## config.mk

```make
export PLATFORM = sky130hd
export DESIGN_NAME = krt_ram
export DESIGN_NICKNAME = d
export VERILOG_FILES = /design/src/hdl/krt_ram.sv
export SDC_FILE = /design/constraint.sdc
export NUM_CORES = 1
export LEC_CHECK = 0
export ABC_AREA = 0
export BUFFER_PORTS_ARGS = -buffer_cell sky130_fd_sc_hd__buf_2
export CAP_MARGIN = 15
export CORE_ASPECT_RATIO = 0.7
export CORE_MARGIN = 1
export CORE_UTILIZATION = 39
export DETAILED_ROUTE_END_ITERATION = 7
export HOLD_SLACK_MARGIN = 0.02
export PLACE_DENSITY = 0.62
export SLEW_MARGIN = 20
export SYNTH_ARGS = -nofsm -noshare
export SYNTH_HDL_FRONTEND = slang
export SYNTH_SLANG_ARGS = --single-unit
```

## constraint.sdc

```tcl
create_clock -name clk -period 2.3 [get_ports clk]
set_clock_uncertainty 0.05 [all_clocks]
set_input_delay 0 -clock clk [delete_from_list [all_inputs] [get_ports clk]]
set_output_delay 0 -clock clk [all_outputs]
set_load 0.01 [all_outputs]
```

## src/hdl/krt_ram.sv

```systemverilog
// Generic simple dual-port RAM with registered read
module krt_ram #(
  parameter int WIDTH = 8,
  parameter int DEPTH = 16
) (
  input  logic                     clk,
  input  logic                     we,
  input  logic [$clog2(DEPTH)-1:0] waddr,
  input  logic [WIDTH-1:0]         wdata,
  input  logic [$clog2(DEPTH)-1:0] raddr,
  output logic [WIDTH-1:0]         rdata
);
  logic [WIDTH-1:0] mem [DEPTH];

  always_ff @(posedge clk) begin
    if (we) begin
      mem[waddr] <= wdata;
    end
    rdata <= mem[raddr];
  end
endmodule

```

# ---- Word level (Yosys, flattened, before mapping)
# Memories as Yosys holds them, arrays and structs flattened. A register that Yosys moved wholly into a read port is not among the register bits.
# Cells that the tools add are included.
dict set report word_totals {
  regBits 0
  ram_bits 128
  elab_cells 3
  mem_count 1
}
dict set report classes {
  n_mux 2
}
# name depth width read_ports rd_clocked_by_memory_dff write_ports line_no
set mem_list {}
lappend mem_list {mem 16 8 1 1 1 13} ;# logic [WIDTH-1:0] mem [DEPTH];
# operator n
set ops {}
lappend ops {{1-bit two-way mux} 2}

# ---- Logic depth before layout (Yosys ltp)
# Gate-level depths: netlist (run 1).
dict set report depth {
  ltp_word 2
  depth_mapped 5
  ltp_nobuf 3
}

# ---- Worst setup path after synthesis (run 1)
# Ideal clock, no wire load.
dict set report synth_path {
  kind {input to register}
  start {input waddr[2]}
  end {memory mem[0][0], enable pin}
  setup_time_ns 0.383
  arrival_time_ns 1.110
  slack_ns 0.757
  path_stages 2
  path_buffers 0
  cell_sequence {or3b_2 > nor3_1}
}
# item line_no
set synth_rtl {}
lappend synth_rtl {{start, declared} 8} ;# input logic [$clog2(DEPTH)-1:0] waddr,
lappend synth_rtl {{end, declared} 13}
# Straight into the memory's write port.

==> results.md, run 1 <==
- Period utilization: roughly 63%
- Initial Util: about 40%
- Post-DP HPWL: 6614 µm
- Final-report hold violation count: 0
- Ant. Diodes: 0
- Worst hold path type: in2reg
- Residual DRC: 0
- GRT Total Usage: approximately 17%
- CTS clk-pin slew, worst paths: 0.06 ns
- Arrival time at the worst endpoint: 1.68 ns
- Vias in the first global route: 2537
- DR iter-0 viols: 191
- Area grow syn2layout: 20.76%
- Leakage: 2.124 nW
- Crit end category: flip-flop
- Row cnt: 34
- Htree depth: 4
- Synth Instances: 229
- Highest-delay cell along the critical path: mux4_1
- PwrDens: between 900 and 1000 nW/µm²
- Pin count of the biggest net entering global routing: 21
- Fillers: 1010
- Yosys top cell area share: 74.67%
- Initial antenna violation count: 0
- CTS Root Cell: clkbuf_16
- Vias per cell: approximately 5.3
- Fin Setup TNS: 0 ns
- Synthesized area per cell: 22.48 µm²
- Req. time, crit path: 2.53 ns
- Vias: 2459
- CTS Buf Count: 17
- Post-synthesis register bit count: ~140
- Crit path buf inv count: 0
- Chip width: between 100 and 150 µm
- Final RePlAce weighted congestion: 0.7250
- Post-DRT Antenna Nets: 0
- Synth area leader: edfxtp_1
- Storage cell area: ~4000 µm²
- RSZ-0062 raised after global routing: false
- Least-Margin Pin Slew: 0.6679 ns
- Slew Viols, Final: 0
- CP max FO: 1
- Buffers on Ports: 25
- Slowest stage delay, CP: 0.54 ns
- Hold Crit Depth: 4
- Cell Area, Synth: 5147 µm²
- Finished Core Util: 49.20%
- Area of the multi-input gates: 1057 µm²
- Routed wire length: about 10000 µm
- Endpoints failing setup: 0
- Max-Cap Viols: 0
- Worst-case clock buffer depth: 2
- Syn_nets: 247
- YS warnings: 0
- Hold Slack: 0.1318 ns
- Crit path time final: 1.448 ns
- Slew HR: around 55%
- Pre-CTS WS: 0.5660 ns
- Core area: 12630 µm²
- Min setup slack post-route: ~0.85 ns
- CTS tree: yes
- Sequential area share after synthesis: 77.78%
- Wire per inst: 21.84 µm
- Nets: 309
- TritonCTS Sinks: between 100 and 150
- Delay-heaviest family, CP: multiplexers
- Cts repair resizes: 0
- Worst-Skew Late Latency: 0.41 ns
- Count of cell types in the netlist: 19
- Full die area: approximately 14000 µm²
- FF-to-FF path depth: 3
- CP Class: reg2reg
- Share of layout cells above drive strength 1: 29.93%
- Worst path depth: 3
- Fmax: 690.5 MHz
- Ports: 26
- Status: complete, no violations
- Max rail drop VDD: about 0.57 mV
- Crit path cell chain: mux4_1, a22oi_1, nand2_1
- Congestion Overflow GR: 0
- Height of the die: 98.12 µm
- Global-route wire length before repair: between 15000 and 20000 µm
- Largest cells by area after synthesis: edfxtp_1, mux4_2, mux4_1, dfxtp_1, a22oi_1
- Drt pass-1 iters: 4
- Crit path launch type: flip-flop
cell usage after synthesis:
library cell     number
nand3_1               1
edfxtp_1            128
a22oi_1              16
buf_6                 3
nor2b_1               1
nand2b_1              2
dfxtp_1               8
buf_4                 1
or3b_2                1
nand3b_1              2
mux4_1               14
nor2_1               13
clkdlybuf4s25_2       3
nand2_1               9
nor3_1                4
buf_2                 3
and2b_1               1
mux4_2               18
and2_1                1
tightest hold or removal path, cell delays in order:
cell and delay, ns:
buf_2 0.11, nor2_1 0.16, a22oi_1 0.20, nand2_1 0.06
cell type report:
cell class / count / area share, %
tap: 162 / 3.261
clock inverter: 10 / 2.053
timing repair buffer: 53 / 6.119
clock buffer: 22 / 7.146
sequential: 136 / 64.41
multi-input combinational: 83 / 17.01
cells by family (layout without fill, tap and decap cells):
logic type / Yosys count / in the layout / share of synthesized area, %
buffers and inverters: 10 / 85 / 1.677
AND/OR/NAND/NOR: 35 / 35 / 3.184
flip-flops: 136 / 136 / 77.78
multiplexers: 32 / 32 / 15.02
AO/OA/AOI/OAI: 16 / 16 / 2.334
worst paths after layout:
check	start	to	slack, ns
hold / removal	raddr[3]	rdata[7]	0.13
setup / recovery	mem[9][5]	rdata[5]	0.85
setup reg to reg	mem[9][5]	rdata[5]	0.85
hold reg to reg	mem[12][1]	rdata[1]	0.62
metal layers:
layer / GRT usage [%] / wire, µm
met1: 24.43 / 4765
met2: 23.62 / 4523
met4: 5.641 / 112
met5: 0 / 0
met3: 4.953 / 778
sequential cells by signal, summed over array words and instances (netlist names):
| signal | cells |
|---|---|
| rdata | 8 |
| mem | 128 |
layout by cell type, fill, tap and decap left out:
cell type,count
nand2_1,9
dlygate4sd3_1,8
buf_4,18
nand3b_1,2
or3b_2,1
mux4_2,18
a22oi_1,16
buf_2,25
dfxtp_1,8
buf_12,2
clkbuf_16,17
nand2b_1,2
nor2_1,13
and2b_1,1
nand3_1,1
clkinvlp_4,1
clkinv_2,6
nor3_1,4
bufinv_16,3
mux4_1,14
edfxtp_1,128
and2_1,1
nor2b_1,1
clkbuf_1,5
where the power goes:
part | switching (mW) | internal (mW)
Sequential | 0.0155 | 2.77
Clock | 0.941 | 1.69
Combinational | 0.151 | 0.121
Total | 1.11 | 4.58
through the flow:
stage | cell area (µm²) | power [mW] | instances
CTS | 6216 | 5.747 | 466
global route | 6216 | 5.869 | 466
global placement | 5564 | 3.102 | 426
detailed placement | 5564 | 3.108 | 426
floorplan | 5147 | 2.983 | 229
finish | 6216 | 5.692 | 466
repair_timing:
action | CTS | global route
hold buffers | 8 | 0
endpoints found under the setup margin | 0 | 0
buffers inserted | 0 | 0
hold endpoints to repair | 128 | 0
Note: power is estimated with default switching activity, not from simulation.
==> inputs of run 2 (changes only) <==
- clock period: 2.3 -> 1.4 ns (I/O delays scaled with it)
==> run 2 against run 1 <==
Net effect:
- count of clock-buffer cells in the layout fell by 5
- utilization is 0.38 points higher
- clock power is 57% higher
- global-route usage up 0.69 points
- sequential share of layout area shrank 0.49 points
- register-to-register slack lost 0.80 ns
- largest power group unchanged
- first-iteration DRC count fell by 9.9%
- sequential cell count is the same
- die area unchanged
- critical endpoint is now rdata[4]
- sequential power increased by 64%
==> results.md, run 2 (synthesis results as in run 1) <==
- Status: complete, no violations (unchanged)
- Post-DP HPWL: 6854 µm (was 6614 µm)
- Post-DRT Antenna Nets: 0 (unchanged)
- Max reg flops: 128 (unchanged)
- Area of the multi-input gates: 1082 µm² (was 1057 µm²)
- Global-route wire length before repair: 16240 µm (was 15860 µm)
- Vias in the first global route: 2588 (was 2537)
- Worst-case clock buffer depth: 2 (unchanged)
- Vias: 2527 (was 2459)
- RSZ-0062 raised after global routing: false (unchanged)
- Routed wire length: 10870 µm (was 10180 µm)
- R2R setup slack: 0.05 ns (was 0.85 ns)
- CP Class: reg2reg (unchanged)
- Congestion Overflow GR: 0 (unchanged)
- Most frequent cells in the layout: edfxtp_1, buf_2, buf_4 (was edfxtp_1, buf_2, mux4_2, buf_4, clkbuf_16)
- Clock Power Share: 44.8% (was 46.2%)
- Share of layout cells above drive strength 1: 36.25% (was 29.93%)
- Arrival time at the worst endpoint: 1.59 ns (was 1.68 ns)
- Crit end category: flip-flop (unchanged)
- Post-DP Area: 5607 µm² (was 5564 µm²)
- Initial antenna violation count: 0 (unchanged)
- Ports: 26 (unchanged)
- Worst-Skew Late Latency: 0.41 ns (about the same)
- Area grow syn2layout: 21.68% (was 20.76%)
- Biggest regs: mem: 128 flops, rdata: 8 flops (unchanged)
- Crit path launch type: flip-flop (unchanged)
- Power Total: 9.177 mW (was 5.692 mW)
- Switching share of power: 21.52% (was 19.46%)
- Initial Util: 40.74% (unchanged)
- Full die area: 13670 µm² (unchanged)
- Hold Path Sink: rdata[7] (unchanged)
- Row cnt: 34 (unchanged)
- Residual DRC: 0 (unchanged)
- Critical R2R Launch: mem[1][4] (was mem[9][5])
- Ant. Diodes: 0 (unchanged)
- Fillers: 1025 (was 1010)
- Htree depth: 4 (unchanged)
- Slowest stage delay, CP: 0.47 ns (was 0.54 ns)
- Period utilization: 96.19% (was 62.97%)
- Core area: 12630 µm² (unchanged)
- Fmax: 742.6 MHz (was 690.5 MHz)
- Final RePlAce weighted congestion: 0.7072 (was 0.7250)
- Commonest non-fill, non-tap cell in the layout: edfxtp_1 (unchanged)
- Height of the die: 98.12 µm (unchanged)
- Nets: 314 (was 309)
- Endpoints failing setup: 0 (unchanged)
- Hold path start: raddr[1] (was raddr[3])
- Chip width: 139.3 µm (unchanged)
- Max-Cap Viols: 0 (unchanged)
- FF-to-FF path depth: 3 (unchanged)
- Storage cell area: 4004 µm² (unchanged)
- Highest-delay cell along the critical path: mux4_2 (was mux4_1)
- Hold Crit Depth: 4 (unchanged)
- CTS clk-pin slew, worst paths: 0.06 ns (about the same)
- Wire per inst: 23.07 µm (was 21.84 µm)
- Max rail drop VDD: 1.039 mV (was 0.5703 mV)
- Slew Viols, Final: 0 (unchanged)
- CP max FO: 1 (unchanged)
- Final Instance Area: 6264 µm² (was 6216 µm²)
- Drt pass-1 iters: 4 (unchanged)
- Final-report hold violation count: 0 (unchanged)
- Logic pwr share: 5.2% (was 4.8%)
- Leakage: 2.117 nW (was 2.124 nW)
- Worst hold path type: in2reg (unchanged)
- Buffers on Ports: 25 (unchanged)
- TritonCTS Sinks: 136 (unchanged)
- CTS tree: yes (unchanged)
- GRT Total Usage: 17.32% (was 16.63%)
- Req. time, crit path: 1.64 ns (was 2.53 ns)
- DR iter-0 viols: 172 (was 191)
- CTS Buf Count: 17 (unchanged)
- Slew HR: 24.10% (was 55.31%)
- PwrDens: 1465 nW/µm² (was 915.7 nW/µm²)
- Vias per cell: 5.365 (was 5.277)
- Sequential power share: 49.9% (was 49.0%)
- Crit path cell chain: mux4_2, a22oi_2, nand2_1 (was mux4_1, a22oi_1, nand2_1)
- Top reg by flops: mem (unchanged)
- Crit path time final: 1.347 ns (was 1.448 ns)
- Least-Margin Pin Slew: 1.136 ns (was 0.6679 ns)
- CTS Root Cell: clkbuf_16 (unchanged)
- Internal: 7.202 mW (was 4.584 mW)
- Fin Setup TNS: 0 ns (unchanged)
- Switch Pwr: 1.975 mW (was 1.108 mW)
- Finished Core Util: 49.57% (was 49.20%)
- Min setup slack post-route: 0.05334 ns (was 0.8518 ns)
- Pre-CTS WS: -0.04540 ns (was 0.5660 ns)
- Terminus of the critical flop-to-flop path: rdata[4] (was rdata[5])
- Pin count of the biggest net entering global routing: 20 (was 21)
run 2: worst max path at each step:
stage	from	to	cells after the start
floorplan	waddr[2]	mem[3][0]	2
detailed placement	raddr[0]	rdata[0]	5
CTS	mem[11][7]	rdata[7]	3
global route	mem[8][2]	rdata[2]	3
finish	mem[1][4]	rdata[4]	3
global placement	raddr[0]	rdata[0]	5
run 2: layer usage:
metal | vias to the layer above | track usage [%] | routed length [µm] | share of wire, %
li1 | 1106 | - | - | -
met1 | 1329 | 25.17 | 5120 | 47
met2 | 81 | 25.16 | 4888 | 45
met3 | 11 | 3.923 | 760 | 7.0
met4 | 0 | 7.350 | 97 | 0.89
met5 | - | 0 | 0 | 0
run 2: final cells by class:
| class | count | share of cell area (%) |
|---|---|---|
| flip-flops and latches | 136 | 63.92 |
| multi-input cells | 83 | 17.28 |
| clock buffers | 17 | 6.792 |
| repair buffers | 58 | 6.672 |
| well taps | 162 | 3.236 |
| clock inverters | 15 | 2.097 |
run 2: power groups by stage:
stage,Sequential (mW),Clock [mW],Combinational [mW]
after floorplan,4.67,0,0.231
after detailed placement,4.67,0,0.450
after global placement,4.67,0,0.436
final,4.58,4.12,0.479
after global routing,4.59,4.33,0.518
after CTS,4.59,4.18,0.469
run 2: what timing repair did:
action                                  in CTS  in global routing
gates resized for setup                      0                 11
hold endpoints to repair                   128                  0
buffers inserted                             0                  0
hold buffers                                 8                  0
endpoints found under the setup margin       0                  7
run 2: critical path: cells and delay by family, from the launching register on:
family             cells  cell delay [ns]
AOI/OAI and AO/OA      1             0.22
DFF                    1             0.39
muxes                  1             0.47
and+or+nand+nor        1             0.09
run 2: through the flow:
stage | cells | hold slack (ns)
2_1_floorplan | 229 | 0.04887
3_3_place_gp | 431 | 0.3394
3_5_place_dp | 431 | 0.3515
4_1_cts | 471 | 0.07517
5_1_grt | 471 | 0.09387
6_report | 471 | 0.06631
==> inputs of run 3 (changes only) <==
- ABC_AREA: 0 -> 1
==> run 3 against run 2 <==
Net effect:
- fmax increased by 19%
- count of clock-buffer cells in the layout stayed put
- synthesized cell count rose by 140%
- critical path depth is 3 higher
- register-to-register slack improved by 0.21 ns
- power grew 5.6%
- via count up 56%
- utilization down 1.2 points
- sequential cell count did not move
- area after synthesis up 12%
- hold slack gained 0.055 ns
- largest cell class unchanged
==> results.md, run 3 <==
- Status: complete, no violations (unchanged)
- Leakage: 2.964 nW (was 2.117 nW)
- Final RePlAce weighted congestion: 0.7822 (was 0.7072)
- Yosys top cell area share: 66.65% (was 74.67%)
- Hold Crit Depth: 5 (was 4)
- CP max FO: 1 (unchanged)
- Top reg by flops: mem (unchanged)
- Switch Pwr: 2.150 mW (was 1.975 mW)
- Period utilization: 81.03% (was 96.19%)
- Crit end category: flip-flop (unchanged)
- CTS clk-pin slew, worst paths: 0.06 ns (about the same)
- RSZ-0062 raised after global routing: false (unchanged)
- Final-report hold violation count: 0 (unchanged)
- Sequential area share after synthesis: 69.43% (was 77.78%)
- Worst-case clock buffer depth: 2 (unchanged)
- Most common cell in the netlist: nand2_1 (was edfxtp_1)
- Endpoints failing setup: 0 (unchanged)
- Core area: 14190 µm² (was 12630 µm²)
- Max-Cap Viols: 0 (unchanged)
- CTS Root Cell: clkbuf_16 (unchanged)
- TritonCTS Sinks: 136 (unchanged)
- Fmax: 881.5 MHz (was 742.6 MHz)
- Ports: 26 (unchanged)
- Sequential power share: 47.3% (was 49.9%)
- Count of cell types in the netlist: 12 (was 19)
- Crit path buf inv count: 1 (was 0)
- Switching share of power: 22.19% (was 21.52%)
- Ant. Diodes: 0 (unchanged)
- Drt pass-1 iters: 5 (was 4)
- Routed wire length: 13880 µm (was 10870 µm)
- M3 GR Usage: 3.700% (was 3.923%)
- Arrival time at the worst endpoint: 1.37 ns (was 1.59 ns)
- Area of the multi-input gates: 1214 µm² (was 1082 µm²)
- Highest-delay cell along the critical path: edfxtp_1 (was mux4_2)
- Hold Slack: 0.1208 ns (was 0.06631 ns)
- Initial Util: 40.64% (was 40.74%)
- DR iter-0 viols: 375 (was 172)
- Delay-heaviest family, CP: simple AND/OR/NAND/NOR gates (was multiplexers)
- Clock Power Share: 46.5% (was 44.8%)
- Global-route wire length before repair: 21310 µm (was 16240 µm)
- Crit path time final: 1.134 ns (was 1.347 ns)
- Req. time, crit path: 1.64 ns (about the same)
- Placed cells: 766 (was 431)
- CP Class: reg2reg (unchanged)
- Cell Area, Synth: 5767 µm² (was 5147 µm²)
- Vias: 3931 (was 2527)
- GRT Total Usage: 19.23% (was 17.32%)
- Pin count of the biggest net entering global routing: 65 (was 20)
- Slowest stage delay, CP: 0.36 ns (was 0.47 ns)
- Htree depth: 4 (unchanged)
- Worst path depth: 6 (was 3)
- PwrDens: 1412 nW/µm² (was 1465 nW/µm²)
- Logic pwr share: 6.2% (was 5.2%)
- Synthesized area per cell: 10.47 µm² (was 22.48 µm²)
- YS warnings: 0 (unchanged)
- Worst hold path type: in2reg (unchanged)
- Chip width: 147.3 µm (was 139.3 µm)
- Wire per inst: 17.20 µm (was 23.07 µm)
- Post-DP HPWL: 8701 µm (was 6854 µm)
- M2 GR Usage: 26.01% (was 25.16%)
- Storage cell area: 4004 µm² (unchanged)
- Row cnt: 36 (was 34)
- CTS tree: yes (unchanged)
- Max reg flops: 128 (unchanged)
- FF-to-FF path depth: 6 (was 3)
- Vias in the first global route: 3607 (was 2588)
- Synth async-reset ratio: 0% (unchanged)
- Hold path start: raddr[2] (was raddr[1])
- Initial antenna violation count: 0 (unchanged)
- Nets: 622 (was 314)
- Power Total: 9.689 mW (was 9.177 mW)
- Post-DRT Antenna Nets: 0 (unchanged)
- Busiest grt layer: met1 (unchanged)
- Height of the die: 103.7 µm (was 98.12 µm)
- Post-synthesis register bit count: 136 (unchanged)
- Non-filler cells, final: 807 (was 471)
- Critical R2R Launch: mem[7][1] (was mem[1][4])
- Syn_nets: 569 (was 247)
- CTS Buf Count: 17 (unchanged)
- Crit path cell chain: inv_1, nand2_1, nand3_1, nand3_1, nand3_1, nand2_1 (was mux4_2, a22oi_2, nand2_1)
- Post-synth EDFFs: 128 (unchanged)
- Slew Viols, Final: 0 (unchanged)
- Most used DFF post-synth: edfxtp_1 (unchanged)
- Synth top cells by count: nand2_1, edfxtp_1, inv_1 (was edfxtp_1, mux4_2, a22oi_1)
- M1 GR Usage: 30.66% (was 25.17%)
- Most common cell on crit path: nand3_1
- Area grow syn2layout: 18.96% (was 21.68%)
- Buffers on Ports: 25 (unchanged)
- Share of layout cells above drive strength 1: 13.45% (was 36.25%)
- Setup crit start: mem[7][1] (was mem[1][4])
- Biggest regs: mem: 128 flops, rdata: 8 flops (unchanged)
- Commonest non-fill, non-tap cell in the layout: nand2_1 (was edfxtp_1)
- Least-Margin Pin Slew: 0.4008 ns (was 1.136 ns)
- Fin Setup TNS: 0 ns (unchanged)
- Most frequent cells in the layout: nand2_1, edfxtp_1, inv_1 (was edfxtp_1, buf_2, buf_4)
- Vias per cell: 4.871 (was 5.365)
- Residual DRC: 0 (unchanged)
- Largest cells by area after synthesis: edfxtp_1, nand2_1, nand3_1, inv_1, dfxtp_1 (was edfxtp_1, mux4_2, mux4_1, dfxtp_1, a22oi_1)
- Congestion Overflow GR: 0 (unchanged)
- Synth area leader: edfxtp_1 (unchanged)
- Full die area: 15290 µm² (was 13670 µm²)
- Fillers: 1303 (was 1025)
- Worst-Skew Late Latency: 0.41 ns (about the same)
- Internal: 7.539 mW (was 7.202 mW)
- Crit path launch type: flip-flop (unchanged)
- Max rail drop VDD: 0.9449 mV (was 1.039 mV)
- Slew HR: 73.28% (was 24.10%)
- Synth Instances: 551 (was 229)
==> run 3: timing repair <==
action | 4_1_cts | 5_1_grt
resized for setup | 0 | 0
hold buffers | 9 | 0
buffers inserted | 0 | 0
hold endpoints to repair | 136 | 0
endpoints found under the setup margin | 0 | 0
==> run 3: worst paths after layout <==
kind,endpoint,slack [ns]
setup / recovery,rdata[1],0.27
hold / removal,rdata[4],0.12
setup reg to reg,rdata[1],0.27
hold reg to reg,rdata[3],0.62
==> run 3: kinds of logic after synthesis <==
kind of cell / count (synthesis) / share of synthesized area (%)
flip-flops: 136 / 69.43
AND/OR/NAND/NOR: 289 / 21.05
buffers and inverters: 126 / 9.525
==> run 3: final cells by class <==
class | count | share of cell area, %
sequential | 136 | 58.36
multi-input combinational | 289 | 17.69
clock buffer | 17 | 6.201
timing repair buffer | 58 | 6.128
inverter | 102 | 5.581
tap | 190 | 3.465
clock inverter | 15 | 2.572
==> run 3: stage by stage <==
stage	util (%)	worst slack, ns	instance area (µm²)
floorplan	-	0.3992	5767
global placement	43.47	0.2401	6168
detailed placement	43.47	0.2030	6168
CTS	48.35	0.2722	6860
global route	48.35	0.1968	6860
finish	48.35	0.2655	6860
==> run 3: layer usage <==
metal,part of all wire (%),wire length (µm),vias up
met5,0,0,-
met4,1.1,159,0
met3,8.3,1151,15
met2,41,5746,161
met1,49,6823,1876
li1,-,-,1879
==> run 3: worst register-to-register path, delay by kind of cell, from the launching register on <==
family	cells	cell delay [ns]
flip-flops	1	0.36
AND/OR/NAND/NOR	5	0.55
buffers and inverters	1	0.06
==> run 3: power groups by stage <==
stage	clock network, mW	logic [mW]	registers (mW)
2_1_floorplan	0	0.321	4.67
5_1_grt	4.74	0.665	4.59
3_5_place_dp	0	0.581	4.66
6_report	4.51	0.603	4.58
3_3_place_gp	0	0.573	4.66
4_1_cts	4.57	0.602	4.58
